### src/gated_nearest_landmark_match_defines.svh
// assertion macros used by the file that checks internal behavior
`ifndef GATED_NEAREST_LANDMARK_MATCH_DEFINES_SVH
`define GATED_NEAREST_LANDMARK_MATCH_DEFINES_SVH

// consequent must hold in the same cycle as the antecedent
`define GNLM_ASSERT_SAME(label, ante, cons, msg) \
    label: assert property (@(posedge clk) disable iff (!rst_n) (ante) |-> (cons)) \
        else $error(msg);

// consequent must hold in the cycle after the antecedent
`define GNLM_ASSERT_NEXT(label, ante, cons, msg) \
    label: assert property (@(posedge clk) disable iff (!rst_n) (ante) |=> (cons)) \
        else $error(msg);

`endif

### src/gnlm_pkg.sv
`default_nettype none

package gnlm_pkg;

    // table geometry
    localparam int MAX_LANDMARKS = 64;
    localparam int ADDR_W        = (MAX_LANDMARKS > 1) ? $clog2(MAX_LANDMARKS) : 1;
    localparam int COUNT_W       = 7;

    // field widths
    localparam int POS_W   = 24;
    localparam int ID_W    = 16;
    localparam int SLOT_W  = 6;
    localparam int WGT_W   = 24;
    localparam int THR_W   = 32;
    localparam int MAG_W   = POS_W;
    localparam int SQ_W    = 2 * MAG_W;
    localparam int SAT_W   = 48;
    localparam int DIST_W  = SQ_W + 1;
    localparam int ENTRY_W = ID_W + 2 * POS_W;

    // command queue between front and back
    localparam int QUEUE_DEPTH = 2;

    // configuration port
    localparam int CFG_IDX_W  = 3;
    localparam int CFG_DATA_W = 32;

    localparam logic [WGT_W-1:0] INV_VAR_RESET = 24'd65536;
    localparam logic [THR_W-1:0] GATE_RESET    = 32'd603586;

    typedef enum logic [CFG_IDX_W-1:0] {
        CFG_GATING_ENABLE  = 3'd0,
        CFG_INV_VAR_X      = 3'd1,
        CFG_INV_VAR_Y      = 3'd2,
        CFG_GATE_THRESHOLD = 3'd3,
        CFG_LANDMARK_COUNT = 3'd4
    } cfg_index_t;

    typedef struct packed {
        logic                    mode;
        logic [SLOT_W-1:0]       slot;
        logic [ID_W-1:0]         landmark_id;
        logic signed [POS_W-1:0] pos_x;
        logic signed [POS_W-1:0] pos_y;
    } in_item_t;

    typedef struct packed {
        logic [ID_W-1:0] matched_id;
        logic            matched;
    } out_item_t;

    typedef struct packed {
        logic                    is_query;
        logic [SLOT_W-1:0]       slot;
        logic [ID_W-1:0]         landmark_id;
        logic signed [POS_W-1:0] pos_x;
        logic signed [POS_W-1:0] pos_y;
    } cmd_t;

    typedef struct packed {
        logic               gating_enable;
        logic [WGT_W-1:0]   inv_var_x;
        logic [WGT_W-1:0]   inv_var_y;
        logic [THR_W-1:0]   gate_threshold;
        logic [COUNT_W-1:0] landmark_count;
    } cfg_t;

    typedef struct packed {
        logic [ID_W-1:0]         id;
        logic signed [POS_W-1:0] x;
        logic signed [POS_W-1:0] y;
    } entry_t;

endpackage

`default_nettype wire

### src/gnlm_front.sv
`default_nettype none

module gnlm_front (
    input  wire logic              clk,
    input  wire logic              rst_n,
    input  wire logic              push,
    output logic                   full,
    input  wire gnlm_pkg::in_item_t item,
    output logic                   cmd_valid,
    input  wire logic              cmd_pop,
    output gnlm_pkg::cmd_t         cmd
);

    import gnlm_pkg::*;

    localparam int PTR_W = (QUEUE_DEPTH > 1) ? $clog2(QUEUE_DEPTH) : 1;
    localparam int CNT_W = $clog2(QUEUE_DEPTH + 1);

    cmd_t             queue_reg [QUEUE_DEPTH];
    logic [PTR_W-1:0] wr_ptr_reg, wr_ptr_next;
    logic [PTR_W-1:0] rd_ptr_reg, rd_ptr_next;
    logic [CNT_W-1:0] count_reg, count_next;
    logic             do_push, do_pop;
    cmd_t             new_cmd;

    // classify: mode selects load or query
    always_comb
    begin
        new_cmd.is_query    = item.mode;
        new_cmd.slot        = item.slot;
        new_cmd.landmark_id = item.landmark_id;
        new_cmd.pos_x       = item.pos_x;
        new_cmd.pos_y       = item.pos_y;
    end

    assign full      = (count_reg == CNT_W'(QUEUE_DEPTH));
    assign cmd_valid = (count_reg != '0);
    assign do_push   = push && !full;
    assign do_pop    = cmd_pop && cmd_valid;
    assign cmd       = queue_reg[rd_ptr_reg];

    always_comb
    begin
        wr_ptr_next = wr_ptr_reg;
        rd_ptr_next = rd_ptr_reg;
        count_next  = count_reg;
        if (do_push)
        begin
            wr_ptr_next = (wr_ptr_reg == PTR_W'(QUEUE_DEPTH - 1)) ? '0 : wr_ptr_reg + 1'b1;
        end
        if (do_pop)
        begin
            rd_ptr_next = (rd_ptr_reg == PTR_W'(QUEUE_DEPTH - 1)) ? '0 : rd_ptr_reg + 1'b1;
        end
        if (do_push && !do_pop)
        begin
            count_next = count_reg + 1'b1;
        end
        else if (do_pop && !do_push)
        begin
            count_next = count_reg - 1'b1;
        end
    end

    always_ff @(posedge clk or negedge rst_n)
    begin
        if (!rst_n)
        begin
            wr_ptr_reg <= '0;
            rd_ptr_reg <= '0;
            count_reg  <= '0;
        end
        else
        begin
            wr_ptr_reg <= wr_ptr_next;
            rd_ptr_reg <= rd_ptr_next;
            count_reg  <= count_next;
        end
    end

    always_ff @(posedge clk)
    begin
        if (do_push)
        begin
            queue_reg[wr_ptr_reg] <= new_cmd;
        end
    end

endmodule

`default_nettype wire

### config.mk
export PLATFORM = sky130hd
export DESIGN_NAME = gnlm_front
export DESIGN_NICKNAME = d
export VERILOG_FILES = /design/src/gated_nearest_landmark_match_defines.svh /design/src/gnlm_pkg.sv /design/src/gnlm_front.sv
export SDC_FILE = /design/constraint.sdc
export NUM_CORES = 1
export LEC_CHECK = 0
export BUFFER_PORTS_ARGS = -buffer_cell sky130_fd_sc_hd__buf_4
export CORE_ASPECT_RATIO = 1.75
export CORE_MARGIN = 3
export CORE_UTILIZATION = 35
export CTS_BUF_LIST = sky130_fd_sc_hd__clkbuf_4
export DETAILED_ROUTE_END_ITERATION = 10
export GPL_TIMING_DRIVEN = 0
export HOLD_SLACK_MARGIN = 0.05
export SLEW_MARGIN = 30
export SYNTH_ARGS = -nofsm -noshare
export SYNTH_HDL_FRONTEND = slang
export SYNTH_SLANG_ARGS = --single-unit
### constraint.sdc
create_clock -name clk -period 5.3 [get_ports clk]
set_clock_uncertainty 0.2 [all_clocks]
set_input_delay 0 -clock clk [delete_from_list [all_inputs] [get_ports clk]]
set_output_delay 0 -clock clk [all_outputs]
set_load 0.05 [all_outputs]
==> summary.md, run 1 <==
| Metric | Value |
|---|---|
| Die H | `174 microns` |
| Average size of a mapped cell | `23.6 sq um` |
| Hold_buf cts | `124` |
| Post-CTS setup buffer count | `0` |
| IO Pins | `148` |
| Sequential-to-total area share from yosys stat | `76.9%` |
| # resized after CTS | `0` |
| Unique cell type count in the Yosys netlist | `16` |
| Outcome | `aborted with a tool error` |
| Yosys reg bits | `146` |
| Placed Instance Area | `7150 sq um` |
| CTS Buf Count | `17` |
| Row Count | `61` |
| CTS max path bufs | `2` |
| Pre-CTS WS | `3.29 ns` |
| Synth Net Count | `316` |
| Root Driver | `clkbuf_4` |
| Die Width | `102 microns` |
| Mapped Area | `5670 sq um` |
| Stop err | `[ERROR RSZ-0060] Max buffer count reached.` |
| Stopped at | `4_1_cts` |
| GPL Wtd Cong | `0.695` |
| Initial Utilization | `35.7%` |
| DPL Wire Length | `7590 microns` |
| Synth warnings | `0` |
| Number of H-tree levels | `4` |
| Clock sink total | `146` |
| Port bufs | `147` |
| Cells after Synth | `240` |
per-stage QoR:
step / TNS (ns) / std cells / hold WS, ns
after global placement: -57.57 / 576 / -0.400
after detailed placement: 0 / 581 / -0.398
after floorplan: 0 / 240 / -0.496
cell usage after synthesis, drive strengths merged:
library cell / instances / area, sq um
ha: 1 / 12.5
nand2b: 1 / 6.26
and3: 1 / 6.26
dfrtp: 4 / 100
edfxtp: 142 / 4260
nand2: 2 / 10.0
xor2: 2 / 17.5
or2: 1 / 6.26
mux2: 71 / 1060
buf: 8 / 151
inv: 2 / 7.51
xnor2: 3 / 26.3
nor2: 2 / 7.51
cells by family after synthesis:
kind of cell	after synthesis	synth area share, %
XOR/XNOR	5	0.772
multiplexers	71	18.7
AND/OR/NAND/NOR	7	0.640
buffers and inverters	10	2.80
adder cells (fa/ha/maj)	1	0.220
flip-flops	146	76.9
==> run 2, diff against run 1 <==
--- a/config.mk
+++ b/config.mk
@@ -6,13 +6,11 @@
 export NUM_CORES = 1
 export LEC_CHECK = 0
 export BUFFER_PORTS_ARGS = -buffer_cell sky130_fd_sc_hd__buf_4
-export CORE_ASPECT_RATIO = 1.75
 export CORE_MARGIN = 3
-export CORE_UTILIZATION = 35
-export CTS_BUF_LIST = sky130_fd_sc_hd__clkbuf_4
+export CORE_UTILIZATION = 20
 export DETAILED_ROUTE_END_ITERATION = 10
 export GPL_TIMING_DRIVEN = 0
-export HOLD_SLACK_MARGIN = 0.05
+export PLACE_DENSITY_LB_ADDON = 0.15
 export SLEW_MARGIN = 30
 export SYNTH_ARGS = -nofsm -noshare
 export SYNTH_HDL_FRONTEND = slang
==> summary.md, run 2 <==
| Metric | Value |
|---|---|
| Leading area contributor after synthesis | `edfxtp_1` |
| Max reg flops | `142` |
| Critical path class | `reg2reg` |
| Critical Path Slowest Stage Cell | `and3_4` |
| Sequential-to-total area share from yosys stat | `76.9%` |
| Critical Path RT | `5.19 ns` |
| Cell Pwr Density | `609 nW/um^2` |
| Row Count | `61` |
| Synth Net Count | `316` |
| CTS tree | `yes` |
| Hold Crit Class | `in2reg` |
| Port bufs | `147` |
| Worst Slack Setup Final | `3.27 ns` |
| # setup viols final | `0` |
| Unique cell type count in the Yosys netlist | `16` |
| First-pass GRT wire length | `18900 microns` |
| Worst Setup Start Kind | `flop` |
| Fin util | `31.3%` |
| Top cells by area, synth | `edfxtp_1, mux2_4, buf_12` |
| Layout net count | `562` |
| GPL Wtd Cong | `0.658` |
| Mapped Area | `5670 sq um` |
| Largest net degree at the start of global routing | `41` |
| Number of synthesized flops with an enable pin | `142` |
| Number of global-route vias before repair | `3369` |
| Global route overflow | `0` |
| Period minus WS final | `2.03 ns` |
| IO Pins | `148` |
| DR pass1 iterations | `4` |
| Max VDD drop | `0.000453 V` |
| Average size of a mapped cell | `23.6 sq um` |
| Post-synth top cells | `edfxtp_1, mux2_4, buf_12, dfrtp_1, xnor2_1` |
| CTS Buf Count | `17` |
| Max incr delay on CP | `0.57 ns` |
| Layout cell share with drive strength beyond 1 | `52.8%` |
| Post-synth top area share | `75.1%` |
| Routed Antenna Nets | `0` |
| Initial Utilization | `20.4%` |
| Pre-CTS WS | `3.24 ns` |
| Total wire length | `12300 microns` |
| Commonest non-fill, non-tap cell in the layout | `buf_4` |
| Period utilization | `38.3%` |
| # resized after CTS | `0` |
| Die Width | `174 microns` |
| Area Growth Syn to Fin | `53.6%` |
| Worst setup EP type | `flop` |
| Final Power | `5310 uW` |
| Global-route usage over all layers | `8.29%` |
| Die ar. | `30400 sq um` |
| Endpoints failing hold | `0` |
| CP arrival | `1.92 ns` |
| Flop2flop setup slack | `3.27 ns` |
| Routed via count | `3037` |
| Post-CTS setup buffer count | `0` |
| Die H | `174 microns` |
| Clk slew on worst S/H paths | `0.06 ns` |
| Buf/Inv on CP | `1` |
| Initial antenna violation count | `0` |
| Via density | `3.47` |
| # diodes | `0` |
| Synth Flop Type | `edfxtp_1` |
| Slew Limit Fails | `0` |
| Max Clk Rate | `493 MHz` |
| Actual slew at the worst max-slew pin | `0.551 ns` |
| Synth warnings | `0` |
| DPL Wire Length | `8040 microns` |
| Yosys reg bits | `146` |
| Clk_lat worst skew | `0.41 ns` |
| Unrepaired setup endpoints after global routing | `no` |
| Top delay family on crit path | `simple AND/OR/NAND/NOR gates` |
| Clock sink total | `146` |
| CTS max path bufs | `2` |
| Cells after Synth | `240` |
| Synth async-reset ratio | `2.74%` |
| Leakage | `0.00341 uW` |
| Root Driver | `clkbuf_16` |
| Post-Place Cells | `770` |
| Highest-count cells in the layout ignoring fill and taps | `buf_4, edfxtp_1, dlygate4sd3_1, mux2_4, clkbuf_16` |
| Critical-path cell list | `nand2b_1, and3_4, buf_16` |
| Crit Path Max Fanout | `40` |
| Number of H-tree levels | `4` |
| Max-cap violations | `0` |
| Post-Route Setup TNS | `0 ns` |
| Core area | `27900 sq um` |
| Layout Cells excl Fill | `876` |
| 1st-iter DRT viols | `110` |
| Avg WL per Cell | `14.1 microns` |
| Fillers | `2761` |
| Count leader, synth | `edfxtp_1` |
| # DRC | `0` |
| Outcome | `finished, final reports clean` |
| Slew headroom | `63.3%` |
run 2: cell counts after synthesis:
Identical to the previous run, type by type.
run 2: per-layer routing:
metal / up-vias / part of all wire [%] / track usage [%]
li1: 1443 / - / -
met1: 1504 / 44 / 10.3
met2: 85 / 50 / 13.5
met3: 5 / 5.4 / 2.80
met4: 0 / 0.91 / 2.92
met5: - / 0 / 0
run 2: cell families (layout without fill, tap and decap cells):
logic type,after synthesis,after routing,synth area share [%]
flip-flops,146,146,76.9
multiplexers,71,71,18.7
AND/OR/NAND/NOR,7,7,0.640
buffers and inverters,10,268,2.80
XOR/XNOR,5,5,0.772
adder cells (fa/ha/maj),1,1,0.220
run 2: repair_timing:
item / CTS / global route
endpoints found under the setup margin: 0 / 0
hold endpoints to repair: 151 / 0
hold buffers: 75 / 0
run 2: worst paths after layout:
path,start,to,cells past startpoint
max in group asynchronous,rst_n,rd_ptr_reg$_DFFE_PN0P_,3
setup reg to reg,count_reg[0]$_DFFE_PN0P_,queue_reg[1][55]$_DFFE_PP_,3
min in group asynchronous,rst_n,wr_ptr_reg$_DFFE_PN0N_,3
hold / removal,item[41],queue_reg[1][41]$_DFFE_PP_,2
hold reg to reg,count_reg[1]$_DFFE_PN0P_,count_reg[1]$_DFFE_PN0P_,1
setup / recovery,count_reg[0]$_DFFE_PN0P_,queue_reg[1][55]$_DFFE_PP_,3
run 2: power by group:
part	leakage (uW)	switching, uW	total, uW	internal (uW)
Combinational	0.00178	1500	2480	989
Sequential	0.00137	64.4	1640	1580
Clock	0.000264	488	1180	694
run 2: stage by stage:
step	hold WS, ns	cell area (sq um)
final	0.115	8720
after floorplan	-0.496	5670
after global placement	-0.400	7250
after detailed placement	-0.399	7400
after global routing	0.0872	8720
after CTS	0.0810	8720
run 2: final cells by class:
| class | instances | area (sq um) | area share (%) |
|---|---|---|---|
| Buffer | 8 | 151 | 1.74 |
| Tap cell | 378 | 473 | 5.42 |
| Clock inverter | 12 | 134 | 1.54 |
| Multi-Input combinational cell | 84 | 1160 | 13.3 |
| Sequential cell | 146 | 4360 | 50.1 |
| Inverter | 2 | 7.51 | 0.0861 |
| Timing Repair Buffer | 227 | 1990 | 22.8 |
| Clock buffer | 19 | 433 | 4.97 |
Note: power is estimated with default switching activity, not from simulation.
==> run 3, diff against run 2 <==
--- a/config.mk
+++ b/config.mk
@@ -5,6 +5,7 @@
 export SDC_FILE = /design/constraint.sdc
 export NUM_CORES = 1
 export LEC_CHECK = 0
+export ABC_AREA = 1
 export BUFFER_PORTS_ARGS = -buffer_cell sky130_fd_sc_hd__buf_4
 export CORE_MARGIN = 3
 export CORE_UTILIZATION = 20
==> constraint.sdc (replaced) <==
create_clock -name clk -period 1.9 [get_ports clk]
set_clock_uncertainty 0.2 [all_clocks]
set_input_delay 0 -clock clk [delete_from_list [all_inputs] [get_ports clk]]
set_output_delay 0 -clock clk [all_outputs]
set_load 0.05 [all_outputs]
==> summary.md, run 3 <==
| Metric | Value |
|---|---|
| Outcome | `finished, final reports clean` |
| DPL Wire Length | `9110 microns` |
| Hold Crit Class | `in2reg` |
| Initial antenna violation count | `0` |
| Footprint of the multi-input gates | `917 sq um` |
| Commonest non-fill, non-tap cell in the layout | `nand2_1` |
| # DRC | `0` |
| Initial Utilization | `20.6%` |
| Synth Net Count | `478` |
| Number of global-route vias before repair | `3859` |
| Top cells by area, synth | `edfxtp_1, nand2_1, dfrtp_1` |
| Layout cell share with drive strength beyond 1 | `31.5%` |
| Crit Path Max Fanout | `16` |
| Sequential-to-total area share from yosys stat | `80.4%` |
| Die ar. | `29200 sq um` |
| Yosys reg bits | `146` |
| Mux contribution to synthesized area | `0%` |
| Synth async-reset ratio | `2.74%` |
| Routed via count | `3732` |
| Largest net degree at the start of global routing | `27` |
| Area Growth Syn to Fin | `58.3%` |
| Leakage | `0.00359 uW` |
| Layout Cells excl Fill | `1005` |
| Post-Synth Adder-Cell Area | `0.230%` |
| Synth Area in Simple Gates | `16.1%` |
| Clk_lat worst skew | `0.40 ns` |
| IO Pins | `148` |
| Mapped Area | `5430 sq um` |
| Most used cell, CP | `buf_16` |
| Global-route usage over all layers | `9.62%` |
| Row Count | `59` |
| Max reg flops | `142` |
| Worst setup EP type | `flop` |
| Global route overflow | `0` |
| Synth Area in XOR/XNOR | `0.161%` |
| Post-Place Cells | `890` |
| Average size of a mapped cell | `13.5 sq um` |
| Number of H-tree levels | `4` |
| Critical path class | `reg2reg` |
| Top delay family on crit path | `buffers and inverters` |
| Root Driver | `clkbuf_16` |
| Max Clk Rate | `559 MHz` |
| Unique cell type count in the Yosys netlist | `16` |
| Hold slack | `0.114 ns` |
| DR pass1 iterations | `4` |
| CP arrival | `1.70 ns` |
| Critical-path cell list | `inv_2, o21ai_0, nor2_4, buf_16, buf_16` |
| 1st-iter DRT viols | `133` |
| Cells after Synth | `402` |
| FF/Latch Area | `4360 sq um` |
| Post-synth top cells | `nand2_1, edfxtp_1, buf_6, inv_1, buf_2` |
| CTS max path bufs | `2` |
| Largest family of logic cells by synthesized area | `simple AND/OR/NAND/NOR gates` |
| Core area | `26400 sq um` |
| GPL Wtd Cong | `0.669` |
| Post-synth top area share | `78.5%` |
| Layout net count | `733` |
| CTS Buf Count | `17` |
| Endpoints failing hold | `0` |
| Total wire length | `13800 microns` |
| Clock sink total | `146` |
| Max VDD drop | `0.000621 V` |
| Compound-Gate Fraction of Synth Area | `0.0922%` |
| Max-cap violations | `0` |
| Slew Limit Fails | `0` |
| Clk slew on worst S/H paths | `0.06 ns` |
| Avg WL per Cell | `13.7 microns` |
| Synth warnings | `0` |
| Period minus WS final | `1.79 ns` |
| Count leader, synth | `nand2_1` |
| Slew headroom | `73.0%` |
| Buf/Inv on CP | `3` |
| # diodes | `0` |
| Actual slew at the worst max-slew pin | `0.400 ns` |
| Critical Path Slowest Stage Cell | `dfrtp_1` |
| CTS tree | `yes` |
| Number of synthesized flops with an enable pin | `142` |
| Highest-count cells in the layout ignoring fill and taps | `nand2_1, buf_4, edfxtp_1, dlygate4sd3_1, clkbuf_16` |
| Critical Path RT | `1.81 ns` |
| Synth Flop Type | `edfxtp_1` |
| Fillers | `2647` |
| Via density | `3.71` |
| Worst Setup Start Kind | `flop` |
| First-pass GRT wire length | `21100 microns` |
| Routed Antenna Nets | `0` |
| Leading area contributor after synthesis | `edfxtp_1` |
| Max incr delay on CP | `0.40 ns` |
| Period utilization | `94.2%` |
| # setup viols final | `0` |
| Flop2flop setup slack | `0.11 ns` |
| Unrepaired setup endpoints after global routing | `no` |
| Die H | `171 microns` |
| Die Width | `171 microns` |
| Port bufs | `147` |
| Cell Pwr Density | `1780 nW/um^2` |
## run 3: layout make-up
type,count,area share [%]
sequential,146,50.8
tap,335,4.88
clock buffer,18,4.99
timing repair inverter,1,0.0873
inverter,8,0.539
buffer,15,1.70
clock inverter,14,2.15
multi-input combinational,233,10.7
timing repair buffer,235,24.2
## run 3: cell families after synthesis
family,after synthesis
and+or+nand+nor,230
xor gates and xnor gates,1
AOI/OAI and AO/OA,1
adders and majority gates,1
DFF,146
buffers and inverters,23
## run 3: metrics by stage
step | setup slack, ns | setup TNS [ns] | total power [uW] | instance area (sq um) | utilization, %
detailed placement | -0.222 | -12.55 | 11700 | 7120 | 27.0
finish | 0.111 | 0 | 15300 | 8590 | 32.6
CTS | -0.00587 | -0.0445 | 15500 | 8530 | 32.4
floorplan | -0.603 | -74.22 | 9220 | 5450 | -
global route | 0.00948 | 0 | 16200 | 8590 | 32.6
global placement | -1.31 | -181.78 | 11500 | 6970 | 26.4
## run 3: report_power, final
part / total (uW) / internal [uW] / switching [uW]
combinational: 7250 / 2180 / 5070
clock: 3520 / 2200 / 1320
sequential: 4550 / 4380 / 169
## run 3: worst paths after layout
path                                           from                          to  depth (start not counted)
setup reg to reg           count_reg[1]$_DFFE_PN0P_  queue_reg[1][60]$_DFFE_PP_                          5
min in group asynchronous                     rst_n      wr_ptr_reg$_DFFE_PN0N_                          3
hold reg to reg              wr_ptr_reg$_DFFE_PN0N_      wr_ptr_reg$_DFFE_PN0N_                          2
max in group asynchronous                     rst_n    count_reg[1]$_DFFE_PN0P_                          3
setup / recovery           count_reg[1]$_DFFE_PN0P_  queue_reg[1][60]$_DFFE_PP_                          5
hold / removal                             item[67]  queue_reg[1][67]$_DFFE_PP_                          2
## run 3: what timing repair did
item,in CTS,in global routing
endpoints found under the hold margin,149,0
hold buffers,75,0
setup endpoints to repair,87,69
gates cloned,1,0
buffers inserted,4,3
gates resized for setup,3,13
## run 3: per-layer routing
layer  wire length (microns)  track usage [%]  part of all wire [%]
met5                       0                0                     0
met4                     172             3.14                   1.2
met3                     702             2.84                   5.1
met2                    6720             16.1                    49
met1                    6180             12.0                    45
==> run 4, diff against run 3 <==
--- a/config.mk
+++ b/config.mk
@@ -7,7 +7,6 @@
 export LEC_CHECK = 0
 export ABC_AREA = 1
 export BUFFER_PORTS_ARGS = -buffer_cell sky130_fd_sc_hd__buf_4
-export CORE_MARGIN = 3
 export CORE_UTILIZATION = 20
 export DETAILED_ROUTE_END_ITERATION = 10
 export GPL_TIMING_DRIVEN = 0
==> summary.md, run 4 (synthesis gave the netlist of run 3 again) <==
| Metric | Value |
|---|---|
| Outcome | `finished, final reports clean` |
| Area Growth Syn to Fin | `57.2%` |
| Buf/Inv on CP | `4` |
| Max reg flops | `142` |
| Initial antenna violation count | `0` |
| Max Clk Rate | `555 MHz` |
| Worst Setup Start Kind | `flop` |
| Hold Path End | `queue_reg[1][1]$_DFFE_PP_` |
| # setup viols final | `0` |
| Max-cap violations | `0` |
| Period minus WS final | `1.80 ns` |
| Layout net count | `726` |
| Unrepaired setup endpoints after global routing | `no` |
| Die ar. | `27800 sq um` |
| Row Count | `59` |
| Global-route usage over all layers | `10.1%` |
| Die H | `167 microns` |
| Largest net degree at the start of global routing | `26` |
| Crit Path Max Fanout | `18` |
| Max VDD drop | `0.000745 V` |
| Slew headroom | `80.0%` |
| Port bufs | `147` |
| Post-Route Setup TNS | `0 ns` |
| Worst hold start | `item[1]` |
| Flop2flop setup slack | `0.1 ns` |
| Number of H-tree levels | `4` |
| GPL Wtd Cong | `0.687` |
| Highest-count cells in the layout ignoring fill and taps | `nand2_1, buf_4, edfxtp_1, dlygate4sd3_1, clkbuf_16` |
| Worst-case reg-to-reg path depth | `7` |
| Critical Path RT | `1.81 ns` |
| GR Layer Usage met2 | `16.8%` |
| Clk_lat worst skew | `0.42 ns` |
| Clk slew on worst S/H paths | `0.07 ns` |
| # diodes | `0` |
| Critical-path cell list | `inv_2, nor2_4, nor2_2, nand2_2, clkinvlp_4, buf_6, buf_16` |
| Reg2reg start | `count_reg[1]$_DFFE_PN0P_` |
| Global route overflow | `0` |
| Routing usage on met1 | `12.2%` |
| Final Cell Area | `8530 sq um` |
| First-pass GRT wire length | `21100 microns` |
| Avg WL per Cell | `13.3 microns` |
| Commonest non-fill, non-tap cell in the layout | `nand2_1` |
| CTS Buf Count | `17` |
| Via density | `3.74` |
| DR pass1 iterations | `4` |
| Leakage | `0.00356 uW` |
| GR Util met3 | `3.21%` |
| CP arrival | `1.72 ns` |
| Period utilization | `94.8%` |
| Hold Crit Class | `in2reg` |
| Placed Instance Area | `7150 sq um` |
| Worst path depth | `7` |
| CTS max path bufs | `2` |
| Die Width | `167 microns` |
| Max incr delay on CP | `0.39 ns` |
| Most crowded layer after global routing | `met2` |
| Actual slew at the worst max-slew pin | `0.298 ns` |
| Routed Antenna Nets | `0` |
| IO Pins | `148` |
| 1st-iter DRT viols | `157` |
| Cell Pwr Density | `1780 nW/um^2` |
| DPL Wire Length | `8680 microns` |
| Number of global-route vias before repair | `3895` |
| Layout cell share with drive strength beyond 1 | `31.2%` |
| Initial Utilization | `20.6%` |
| Root Driver | `clkbuf_16` |
| Crit Reg-Reg Endpoint | `queue_reg[0][24]$_DFFE_PP_` |
| Final Power | `15200 uW` |
| Slew Limit Fails | `0` |
| # DRC | `0` |
| Hold Path Depth | `2` |
| Critical path class | `reg2reg` |
| Worst setup EP type | `flop` |
| Top delay family on crit path | `buffers and inverters` |
| Core area | `26400 sq um` |
| Endpoints failing hold | `0` |
| CTS tree | `yes` |
| Routed via count | `3734` |
| Clock sink total | `146` |
| Critical Path Slowest Stage Cell | `dfrtp_1` |
| Total wire length | `13300 microns` |
[run 4: how the worst max path moves through the flow]
stage,end,start,slack (ns)
floorplan,queue_reg[0][0]$_DFFE_PP_,count_reg[0]$_DFFE_PN0P_,-0.60
global route,cmd[7],rd_ptr_reg$_DFFE_PN0P_,0.001
finish,queue_reg[0][24]$_DFFE_PP_,count_reg[1]$_DFFE_PN0P_,0.1
detailed placement,queue_reg[0][6]$_DFFE_PP_,count_reg[1]$_DFFE_PN0P_,-0.17
global placement,queue_reg[0][40]$_DFFE_PP_,count_reg[0]$_DFFE_PN0P_,-1.30
CTS,queue_reg[1][20]$_DFFE_PP_,count_reg[0]$_DFFE_PN0P_,0.02
[run 4: worst reg2reg max path, stage by stage (launching register included)]
cell and delay [ns]:
dfrtp_1 0.39, inv_2 0.12, nor2_4 0.06, nor2_2 0.15
nand2_2 0.10, clkinvlp_4 0.11, buf_6 0.18, buf_16 0.19
[run 4: per-stage QoR]
stage          setup slack (ns)  cells  util [%]  hold slack, ns
2_1_floorplan            -0.603    402         -          -0.496
3_3_place_gp              -1.30    884      26.4          -0.400
3_5_place_dp             -0.175    891      27.1          -0.399
4_1_cts                  0.0179    999      32.3          0.0913
5_1_grt                 0.00122    998      32.4          0.0861
6_report                 0.0993    998      32.4           0.106
[run 4: final cells by class]
type / count / area, sq um
Multi-Input combinational cell: 233 / 917
Sequential cell: 146 / 4360
Tap cell: 335 / 419
Clock inverter: 14 / 174
Buffer: 15 / 143
Timing Repair Buffer: 229 / 2050
Inverter: 8 / 41.3
Fill cell: 2637 / 17800
Clock buffer: 18 / 429
[run 4: what timing repair did]
item | in CTS | in global routing
hold endpoints to repair | 150 | 0
buffers inserted | 1 | 0
endpoints found under the setup margin | 25 | 113
hold buffers | 75 | 0
gates resized for setup | 0 | 15
[run 4: power breakdown]
group          internal (uW)  switching, uW
Sequential              4380            170
Clock                   2080           1380
Combinational           2140           5010
Total                   8600           6560
[run 4: routing by layer]
metal / up-vias / wire (microns) / share of wire (%)
li1: 1853 / - / -
met5: - / 0 / 0
met4: 0 / 153 / 1.1
met2: 101 / 6480 / 49
met1: 1769 / 6010 / 45
met3: 11 / 666 / 5.0
